--- src/hdl/iads_pkg.sv ---
// shared types and constants of the absolute difference statistics unit
package iads_pkg;

    localparam int SAMPLE_W = 16;
    localparam int SUM_W    = 40;
    localparam int MEAN_W   = 24;
    localparam int FRAC_W   = 8;
    localparam int MINMAX_W = 16;

    localparam int PIXEL_BITS_DEF      = 16;
    localparam int MAX_PIXELS_LOG2_DEF = 24;

    typedef struct packed {
        logic [SAMPLE_W-1:0] ref_sample;
        logic [SAMPLE_W-1:0] test_sample;
        logic                last_sample;
    } t_in_beat;

    typedef struct packed {
        logic [SUM_W-1:0]    sum_abs_diff;
        logic [MINMAX_W-1:0] min_diff;
        logic [MINMAX_W-1:0] max_diff;
        logic [MEAN_W-1:0]   mean_diff;
    } t_out_beat;

    // controller to datapath
    typedef struct packed {
        logic acc_en;
        logic div_init;
        logic div_step;
        logic load_out;
    } t_cmd;

    // datapath to controller
    typedef struct packed {
        logic out_free;
    } t_status;

endpackage

--- src/hdl/iads_ctrl.sv ---
// sequencing of accumulation, mean division and result hand-off
module iads_ctrl (
    input  logic             i_clk,
    input  logic             i_rst_n,
    input  logic             i_in_valid,
    input  logic             i_in_last,
    input  iads_pkg::t_status i_status,
    output logic             o_in_ready,
    output iads_pkg::t_cmd   o_cmd
);

    localparam logic [1:0] S_ACC  = 2'd0;
    localparam logic [1:0] S_INIT = 2'd1;
    localparam logic [1:0] S_DIV  = 2'd2;
    localparam logic [1:0] S_LOAD = 2'd3;

    localparam int DIV_STEPS = iads_pkg::MEAN_W;
    localparam int STEP_W    = $clog2(DIV_STEPS + 1);
    localparam logic [STEP_W-1:0] LAST_STEP = STEP_W'(DIV_STEPS - 1);

    logic [1:0]        r_state, n_state;
    logic [STEP_W-1:0] r_step, n_step;

    always_comb begin
        n_state    = r_state;
        n_step     = r_step;
        o_in_ready = 1'b0;
        o_cmd      = '0;
        case (r_state)
            S_ACC: begin
                o_in_ready   = 1'b1;
                o_cmd.acc_en = i_in_valid;
                if (i_in_valid && i_in_last) begin
                    n_state = S_INIT;
                end
            end
            S_INIT: begin
                o_cmd.div_init = 1'b1;
                n_step         = '0;
                n_state        = S_DIV;
            end
            S_DIV: begin
                o_cmd.div_step = 1'b1;
                n_step         = r_step + 1'b1;
                if (r_step == LAST_STEP) begin
                    n_state = S_LOAD;
                end
            end
            S_LOAD: begin
                if (i_status.out_free) begin
                    o_cmd.load_out = 1'b1;
                    n_state        = S_ACC;
                end
            end
            default: begin
                n_state = S_ACC;
            end
        endcase
    end

    always_ff @(posedge i_clk) begin
        if (!i_rst_n) begin
            r_state <= S_ACC;
            r_step  <= '0;
        end else begin
            r_state <= n_state;
            r_step  <= n_step;
        end
    end

endmodule

--- src/hdl/iads_dp.sv ---
// accumulators, bit-serial mean divider and output register
module iads_dp #(
    parameter int PIXEL_BITS      = iads_pkg::PIXEL_BITS_DEF,
    parameter int MAX_PIXELS_LOG2 = iads_pkg::MAX_PIXELS_LOG2_DEF
) (
    input  logic                i_clk,
    input  logic                i_rst_n,
    input  iads_pkg::t_cmd      i_cmd,
    input  iads_pkg::t_in_beat  i_in_data,
    input  logic                i_out_ready,
    output iads_pkg::t_status   o_status,
    output logic                o_out_valid,
    output iads_pkg::t_out_beat o_out_data
);

    localparam int SUM_W  = iads_pkg::SUM_W;
    localparam int MEAN_W = iads_pkg::MEAN_W;
    localparam int CW     = MAX_PIXELS_LOG2 + 1;
    localparam int SHW    = 16;  // sum >= count * 2^16 means mean overflows 24 bits
    localparam int CMPW   = (CW + SHW > SUM_W) ? CW + SHW : SUM_W;
    localparam int LOW_W  = MEAN_W;  // dividend bits shifted in during division
    localparam logic [CW-1:0] CNT_MAX = CW'(1) << MAX_PIXELS_LOG2;

    logic [PIXEL_BITS-1:0] a, b, d;
    logic [SUM_W:0]        sum_ext;

    logic [SUM_W-1:0]      r_sum;
    logic [PIXEL_BITS-1:0] r_min, r_max;
    logic [CW-1:0]         r_cnt;

    logic [CW-1:0]         r_rem;
    logic [LOW_W-1:0]      r_low;
    logic [MEAN_W-1:0]     r_quot;
    logic                  r_sat;
    logic [CW:0]           rem2;
    logic [CW:0]           rem_sub;

    logic                  r_out_valid;
    iads_pkg::t_out_beat   r_out;

    assign a       = i_in_data.ref_sample[PIXEL_BITS-1:0];
    assign b       = i_in_data.test_sample[PIXEL_BITS-1:0];
    assign d       = (a >= b) ? (a - b) : (b - a);
    assign sum_ext = {1'b0, r_sum} + (SUM_W + 1)'(d);

    assign rem2    = {r_rem, r_low[LOW_W-1]};
    assign rem_sub = rem2 - {1'b0, r_cnt};

    assign o_status.out_free = !r_out_valid || i_out_ready;
    assign o_out_valid       = r_out_valid;
    assign o_out_data        = r_out;

    // accumulators
    always_ff @(posedge i_clk) begin
        if (!i_rst_n || i_cmd.load_out) begin
            r_sum <= '0;
            r_min <= '1;
            r_max <= '0;
            r_cnt <= '0;
        end else if (i_cmd.acc_en) begin
            r_sum <= sum_ext[SUM_W] ? '1 : sum_ext[SUM_W-1:0];
            if (d < r_min) begin
                r_min <= d;
            end
            if (d > r_max) begin
                r_max <= d;
            end
            if (r_cnt < CNT_MAX) begin
                r_cnt <= r_cnt + 1'b1;
            end
        end
    end

    // restoring division of sum * 256 by count, high part preloaded
    always_ff @(posedge i_clk) begin
        if (i_cmd.div_init) begin
            r_sat  <= CMPW'(r_sum) >= (CMPW'(r_cnt) << SHW);
            r_rem  <= CW'(r_sum[SUM_W-1:SHW]);
            r_low  <= {r_sum[SHW-1:0], {iads_pkg::FRAC_W{1'b0}}};
            r_quot <= '0;
        end else if (i_cmd.div_step) begin
            r_low <= r_low << 1;
            if (rem2 >= {1'b0, r_cnt}) begin
                r_rem  <= rem_sub[CW-1:0];
                r_quot <= {r_quot[MEAN_W-2:0], 1'b1};
            end else begin
                r_rem  <= rem2[CW-1:0];
                r_quot <= {r_quot[MEAN_W-2:0], 1'b0};
            end
        end
    end

    // output register
    always_ff @(posedge i_clk) begin
        if (!i_rst_n) begin
            r_out_valid <= 1'b0;
        end else if (i_cmd.load_out) begin
            r_out_valid <= 1'b1;
        end else if (i_out_ready) begin
            r_out_valid <= 1'b0;
        end
    end

    always_ff @(posedge i_clk) begin
        if (i_cmd.load_out) begin
            r_out.sum_abs_diff <= r_sum;
            r_out.min_diff     <= iads_pkg::MINMAX_W'(r_min);
            r_out.max_diff     <= iads_pkg::MINMAX_W'(r_max);
            r_out.mean_diff    <= r_sat ? '1 : r_quot;
        end
    end

endmodule

--- src/hdl/image_abs_diff_statistics_unit.sv ---
// top level of the image absolute difference statistics unit
// throughput: one sample beat per cycle within a plane
// after its last sample beat a plane passes a setup state, the steps of the bit-serial
// mean divider and a load state, which waits until the output register is free
// input is held off from setup until the load, so also while a previous result is untaken
// reset: synchronous active low, clears accumulators, controller and output valid
module image_abs_diff_statistics_unit #(
    parameter int PIXEL_BITS      = iads_pkg::PIXEL_BITS_DEF,
    parameter int MAX_PIXELS_LOG2 = iads_pkg::MAX_PIXELS_LOG2_DEF
) (
    input  logic                i_clk,
    input  logic                i_rst_n,
    // sample beats
    input  logic                i_in_valid,
    output logic                o_in_ready,
    input  iads_pkg::t_in_beat  i_in_data,
    // plane result beats
    output logic                o_out_valid,
    input  logic                i_out_ready,
    output iads_pkg::t_out_beat o_out_data
);

    // command and status between the sequencer and the datapath
    iads_pkg::t_cmd    cmd;
    iads_pkg::t_status status;

    // sequencer: accumulate, then set up and step the divider, then hand off
    iads_ctrl u_ctrl (
        .i_clk      (i_clk),
        .i_rst_n    (i_rst_n),
        .i_in_valid (i_in_valid),
        .i_in_last  (i_in_data.last_sample),
        .i_status   (status),
        .o_in_ready (o_in_ready),
        .o_cmd      (cmd)
    );

    // datapath: running sum, min, max, count, divider and result register
    iads_dp #(
        .PIXEL_BITS      (PIXEL_BITS),
        .MAX_PIXELS_LOG2 (MAX_PIXELS_LOG2)
    ) u_dp (
        .i_clk       (i_clk),
        .i_rst_n     (i_rst_n),
        .i_cmd       (cmd),
        .i_in_data   (i_in_data),
        .i_out_ready (i_out_ready),
        .o_status    (status),
        .o_out_valid (o_out_valid),
        .o_out_data  (o_out_data)
    );

endmodule
--- config.mk ---
export PLATFORM = sky130hd
export DESIGN_NAME = image_abs_diff_statistics_unit
export DESIGN_NICKNAME = d
export VERILOG_FILES = /design/src/hdl/iads_pkg.sv /design/src/hdl/iads_ctrl.sv /design/src/hdl/iads_dp.sv /design/src/hdl/image_abs_diff_statistics_unit.sv
export SDC_FILE = /design/constraint.sdc
export NUM_CORES = 1
export LEC_CHECK = 0
export ABC_AREA = 0
export BUFFER_PORTS_ARGS = -buffer_cell sky130_fd_sc_hd__clkbuf_2
export CELL_PAD_IN_SITES_DETAIL_PLACEMENT = 1
export CELL_PAD_IN_SITES_GLOBAL_PLACEMENT = 1
export CORE_ASPECT_RATIO = 0.6
export CORE_MARGIN = 3
export CORE_UTILIZATION = 51
export CTS_CLUSTER_DIAMETER = 100
export DETAILED_ROUTE_END_ITERATION = 6
export PLACE_DENSITY = 0.94
export SLEW_MARGIN = 40
export SYNTH_ARGS = -nofsm -noshare
export SYNTH_HDL_FRONTEND = slang
export SYNTH_HIERARCHICAL = 1
export SYNTH_SLANG_ARGS = --single-unit
--- constraint.sdc ---
create_clock -name i_clk -period 14.2 [get_ports i_clk]
set_clock_uncertainty 0.2 [all_clocks]
set_input_delay 0.71 -clock i_clk [delete_from_list [all_inputs] [get_ports i_clk]]
set_output_delay 0.71 -clock i_clk [all_outputs]
set_load 0.005 [all_outputs]
==> metrics, run 1 <==
Distinct cells, synth 71; Residual DRC 0; Psw 1.54 mW; WP data required 14.47 ns; io pins 135; hold depth 0; Synth Instances 1,502; Net Sw Frac 41.8%; setup ws final 8.22 ns; initial antenna violation count 0; Die W 228 um; DR vias 12,900; r2r endpoint u_dp/r_rem[19]; clk sinks 267; clock share of power 20.9%; placed insts 1,994; Non-Filler Instances 2,042; Worst-Skew Late Latency 0.56 ns; CTS tree done; Critical Path Source Type input port; Critical Path, Cell by Cell clkbuf_2, inv_1, ha_1, a21oi_1, o21ai_2, o21ai_1, o31ai_4, mux2i_1, a31oi_1, xnor2_1, ha_1, a21o_1, a21oi_1, o21ai_0, a211oi_2, a211oi_2, nand3_1, o31a_1, a211oi_1; Overflow after GRT 0; Async S/R FF share, synth 0%; CP Capture Type flip-flop; wire per inst 24.8 um; Hold WS 0.249 ns; GRT Util Overall 31.3%; vias per inst 6.34; post-synthesis net count 1,678; Nets 1,798; clock buffer count from CTS 26; sequential share of power 33.0%; slew margin rel. 38.6%; hold buffer count at CTS 0; fmax 167 MHz; worst-path fanout max 12; Arr. time, crit path 6.25 ns; final setup fails 0; hpwl dp 35,900 um; PwrDens 216 nW/um^2; share of layout cells above drive strength 1 15.5%; sequential area share after synthesis 44.5%; Hold Fails Final Rpt 0; post-route ant nets 0; initial drt markers 1,458; max_cap viols 0; CP peak stage delay 0.68 ns; Detailed Route WL 50,600 um; maximum vdd ir drop 0.145 mV; Setup Fix Bufs, Post-CTS 0; syn avg cell area 10.1 sq um; Max Slew Vio Count 0; clock slew at reported path FFs 0.07 ns; Port Buffers 134; starting density of the core 52.2%; Slowest-stage cell, CP a211oi_2; commonest non-fill, non-tap cell in the layout nor2_1; r2r setup slk 9.82 ns; root buffer cell clkbuf_16; GP Congestion 0.916; Comb power frac 46.1%; FILL cells 3,196; Clock Tree Buf Depth 3; core box area 28,900 sq um; H-Tree Depth 1; period utilisation layout 42.1%; Yosys warning count 6; Leak 7.08 nW; die area 31,800 sq um; via count of the first global-routing pass 13,100; Int Pwr 2.15 mW; drt first pass iters 7; worst min-delay path category flip-flop to flip-flop; maximum number of pins on one net before global-route repair 67; Critical R2R Launch u_dp/r_low[23]; RSZ-0062 raised after global routing false; Worst-Margin Slew 0.919 ns; classification of the worst setup path input port to flip-flop; min-delay src u_dp/r_max[14]; first-pass GRT wire length 79,100 um; Ant. Diodes 0; Mapped Area 15,100 sq um; post-cts sizing count 0; Area Overhead vs Synth 13.2%; worst slack, placed 7.89 ns; Min-Delay Endpoint u_dp/o_out_data[38]; crit path time final 5.98 ns; Die Y-Extent 139 um; outcome completed; Post-synth EDFFs 137; Rows 48; Setup TNS 0 ns; Synth Flop Type edfxtp_1; most frequent cells in the layout 141 x nor2_1, 137 x edfxtp_1, 134 x clkbuf_2, 134 x ha_1, 130 x dfxtp_1; Worst Reg-to-Reg Cells 12; Yosys reg bits 267
[power by group through the flow]
stage          clock [mW]  combinational (mW)  sequential (mW)
2_1_floorplan           0                1.15             1.15
3_3_place_gp            0                1.48             1.21
3_5_place_dp            0                1.60             1.22
4_1_cts             0.782                1.65             1.21
5_1_grt             0.811                1.83             1.23
6_report            0.772                1.70             1.22
[layer usage]
metal  GRT usage (%)  vias to the layer above  part of all wire, %
met2            49.0                      716                   44
met5               0                        -                    0
met1            44.0                     6431                   44
met4            7.53                        0                  2.6
met3            7.34                      118                  9.4
li1                -                     5679                    -
[worst max-delay path by stage]
stage,startpoint,end,cells past startpoint
after global placement,i_in_data[10],u_dp/r_max[9],19
final,i_in_data[10],u_dp/r_sum[36],19
after floorplan,i_in_data[1],u_dp/r_max[14],22
after detailed placement,i_in_data[10],u_dp/r_max[11],19
after global routing,i_in_data[1],u_dp/r_sum[39],21
after CTS,i_in_data[10],u_dp/r_max[11],19
[logic make-up after synthesis]
logic type | share of synthesized area [%]
muxes | 5.40
xor gates and xnor gates | 4.58
DFF | 44.5
adders and majority gates | 11.7
buffers and inverters | 4.46
and+or+nand+nor | 13.6
AOI/OAI and AO/OA | 15.7
[cell usage after synthesis (all sizes together), types with 7 or more instances]
cell type	instances	area share, %
nor3	25	0.86
o211ai	12	0.60
a311oi	10	0.58
a211oi	19	1.1
clkbuf	38	0.94
o21bai	7	0.35
nand2b	10	0.41
edfxtp	137	27
nor2b	13	0.59
a21oi	110	3.7
o311ai	8	0.46
inv	120	3.0
nand3	32	1.1
dfxtp	130	17
xor2	25	1.5
nand4	30	1.2
o22a	11	0.64
nand2	63	1.6
ha	135	11
o21ai	67	2.2
xnor2	54	3.1
nor4	7	0.33
o21a	18	0.90
mux2	19	1.4
mux2i	60	4.0
a21o	38	1.9
nor2	141	3.5
buf	14	0.53
or2	29	1.2
and2	12	0.50
a31oi	15	0.72
and3	17	0.70
[per-stage QoR]
stage,instance area [sq um],utilization (%),total power [mW]
2_1_floorplan,15100,-,2.30
3_3_place_gp,16100,55.8,2.68
3_5_place_dp,16200,55.8,2.81
4_1_cts,17100,59.1,3.64
5_1_grt,17100,59.1,3.87
6_report,17100,59.1,3.69
[area by class of cell]
cell class                      instances  area [sq um]  area share [%]
Clock buffer                           34           722            4.22
Clock inverter                         14           216            1.27
Inverter                              120           450            2.64
Multi-Input combinational cell       1063          7740            45.3
Sequential cell                       267          6720            39.3
Tap cell                              400           500            2.93
Timing Repair Buffer                  144           749            4.38
[critical path, delay by kind of cell]
kind	cells	cell delay, ns
compound gates	12	3.22
fa+ha+maj	2	0.86
mux	1	0.54
xor+xnor	1	0.51
simple gates	1	0.27
buf+inv	2	0.13
[state kept, by name (all words and copies together) (netlist names), 16 cells and up]
| name | cells |
|---|---|
| u_dp/r_min | 16 |
| u_dp/r_max | 16 |
| u_dp/r_sum | 40 |
| u_dp/r_cnt | 25 |
| u_dp/r_low | 16 |
| u_dp/r_quot | 24 |
| u_dp/r_rem | 25 |
| u_dp/o_out_data | 96 |
Note: power is estimated with default switching activity, not from simulation.
==> run 2: changes to the inputs <==
Settings changed: ABC_AREA 0 to 1, CORE_UTILIZATION 51 to 41, PLACE_DENSITY 0.94 to 0.86.
Clock period 14.2 ns to 5.3 ns, I/O delays scaled along.
==> run 2 against run 1 <==
Against the previous run: wire length up 23%; worst hold slack worse by 0.21 ns; synthesized cell count up 57%; via count up 30%; combinational power rose to 2.9 times the previous value; first-iteration DRC count up 23%; largest cell class unchanged.
==> metrics, run 2 <==
Hold Fails Final Rpt 0 (unchanged); hold buffer count at CTS 2 (+2); Die Y-Extent 164 um (+18%); clock buffer count from CTS 27 (+3.8%); worst-path fanout max 16 (+4); Async S/R FF share, synth 0% (unchanged); io pins 135 (unchanged); starting density of the core 42.0% (-10 points); Non-Filler Instances 3,064 (+50%); post-route ant nets 0 (unchanged); Distinct cells, synth 43 (-39%); Leak 9.51 nW (+34%); CP Capture Type flip-flop; Residual DRC 0 (unchanged); most frequent cells in the layout 763 x nand2_1, 419 x inv_1, 142 x a21oi_1, 137 x edfxtp_1, 135 x ha_1; initial antenna violation count 0 (unchanged); post-synthesis net count 2,534 (+51%); classification of the worst setup path input port to flip-flop; crit path time final 4.50 ns; GRT Util Overall 27.3% (-4.0 points); Setup TNS 0 ns (unchanged); Clock Tree Buf Depth 3 (unchanged); DR vias 16,900 (+30%); via count of the first global-routing pass 16,900 (+28%); Max Slew Vio Count 0 (unchanged); fmax 222 MHz; root buffer cell clkbuf_16; maximum number of pins on one net before global-route repair 68 (+1.5%); r2r setup slk 1.67 ns (-8.15 ns); Post-synth EDFFs 137 (unchanged); slew margin rel. 46.4% (+7.8 points); Detailed Route WL 62,100 um (+23%); clock slew at reported path FFs 0.06 ns (about the same); wire per inst 20.3 um (-18%); Crit path top cell by count nand2_1; Overflow after GRT 0 (unchanged); area of placed instances 18,400 sq um (+14%); final setup fails 0 (unchanged); Rows 57 (+19%); Ant. Diodes 0 (unchanged); Area Overhead vs Synth 12.6%; Die W 270 um (+18%); Port Buffers 134 (unchanged); H-Tree Depth 1 (unchanged); Commonest cells post-synth 764 x nand2_1, 421 x inv_1, 142 x a21oi_1, 137 x edfxtp_1, 135 x ha_1; Synth top area share 24.0% (-3.2 points); Worst-Margin Slew 0.800 ns (-0.119 ns); Nets 2,660 (+48%); worst min-delay path category input port to flip-flop; final core utilization 47.3% (-12 points); WP data required 5.60 ns (-8.87 ns); share of layout cells above drive strength 1 9.15% (-6.4 points); worst slack, placed 0.319 ns (-7.57 ns); Setup Fix Bufs, Post-CTS 0 (unchanged); sequential area share after synthesis 39.2% (-5.3 points); die area 44,300 sq um (+39%); clk sinks 267 (unchanged); maximum vdd ir drop 0.253 mV (+74%); Synth Flop Type edfxtp_1; vias per inst 5.50 (-13%); Yosys reg bits 267 (unchanged); hpwl dp 48,100 um (+34%); multi-input logic area 8600 sq um (+11%); syn avg cell area 7.26 sq um (-28%); Register Area 6720 sq um (unchanged); Slowest-stage cell, CP fa_1; core box area 40,800 sq um (+41%); Mapped Area 17,100 sq um (+13%); top cell type by total area after synthesis edfxtp_1; Synth Instances 2,358 (+57%); final instance area 19,300 sq um (+13%); max reg flops 96 (unchanged); placed insts 3,013 (+51%); drt first pass iters 5 (-2); most frequent cell after synthesis nand2_1; GP Congestion 0.996 (+8.8%); Critical Path Source Type input port; Arr. time, crit path 4.79 ns (-1.46 ns); delay-heaviest family, CP simple AND/OR/NAND/NOR gates; period utilisation layout 84.8%; Yosys warning count 6 (unchanged); CP peak stage delay 0.45 ns (-0.23 ns); commonest non-fill, non-tap cell in the layout nand2_1; top post-synthesis cells by area edfxtp_1 24%, nand2_1 17%, dfxtp_1 15%; outcome completed; FILL cells 5,277 (+65%); RSZ-0062 raised after global routing false; CP bufs+invs 7 (+5); Worst-Skew Late Latency 0.56 ns (about the same); initial drt markers 1,798 (+23%); post-cts sizing count 0 (unchanged); PwrDens 521 nW/um^2 (+140%); max_cap viols 0 (unchanged); first-pass GRT wire length 95,300 um (+21%); setup ws final 0.804 ns (-7.42 ns); CTS tree done
[run 2: changes by cell type after synthesis, moves of 17 or more]
cell     before  now
or2_2        29    2
o22ai_1       2   23
mux2_2       19    0
a21o_1       38    1
and3_1       17    0
a21oi_1     109  142
nand3_1      31  130
nand4_1      30   66
mux2i_1      60    0
nand2_1      63  764
xnor2_1      54   20
inv_1       120  421
[run 2: worst reg2reg max path: stages, from the launching register on]
cell and delay (ns):
dfxtp_1 0.34, ha_1 0.22, nand2_1 0.12, inv_4 0.19
nor2_4 0.15, buf_4 0.53, clkinv_1 0.88, buf_4 0.54
a21oi_1 0.23, o21a_1 0.16
[run 2: cells by family after synthesis]
kind of cell,Yosys count,share of synthesized area (%)
flip-flops,267,39.2
AO/OA/AOI/OAI,256,8.03
buffers and inverters,475,10.6
XOR/XNOR,47,2.40
AND/OR/NAND/NOR,1174,29.3
adder cells (fa/ha/maj),139,10.3
[run 2: layer usage]
metal	share of wire (%)	up-vias	track usage, %	routed length [um]
li1	-	7835	-	-
met1	46	8237	40.4	28700
met2	41	712	40.3	25600
met3	11	69	6.53	6760
met4	1.6	2	4.97	996
met5	0.14	-	1.43	89
[run 2: worst paths after layout]
path | from | end | cells after the start
worst min-delay path | i_in_data[17] | u_dp/r_min[0] | 3
worst max register to register | u_ctrl/r_state[0] | u_dp/r_cnt[3] | 9
worst max-delay path | i_in_data[17] | u_dp/r_sum[17] | 27
worst min register to register | u_dp/r_max[10] | u_dp/o_out_data[34] | 0
[run 2: where the power goes]
part	switching (mW)	internal (mW)
clock	0.844	1.11
combinational	3.36	1.51
sequential	0.363	2.87
total	4.56	5.49
[run 2: final cells by class]
type	count	area share (%)
multi-input combinational	1616	44.6
sequential	267	34.8
inverter	426	8.31
clock buffer	41	4.25
timing repair buffer	146	3.99
tap	560	3.63
clock inverter	8	0.370
[run 2: metrics by stage]
stage / hold slack (ns) / power, mW
floorplan: 0.186 / 6.38
global placement: 0.219 / 7.64
detailed placement: 0.223 / 7.95
CTS: 0.0148 / 9.94
global route: 0.0551 / 10.8
finish: 0.0336 / 10.1
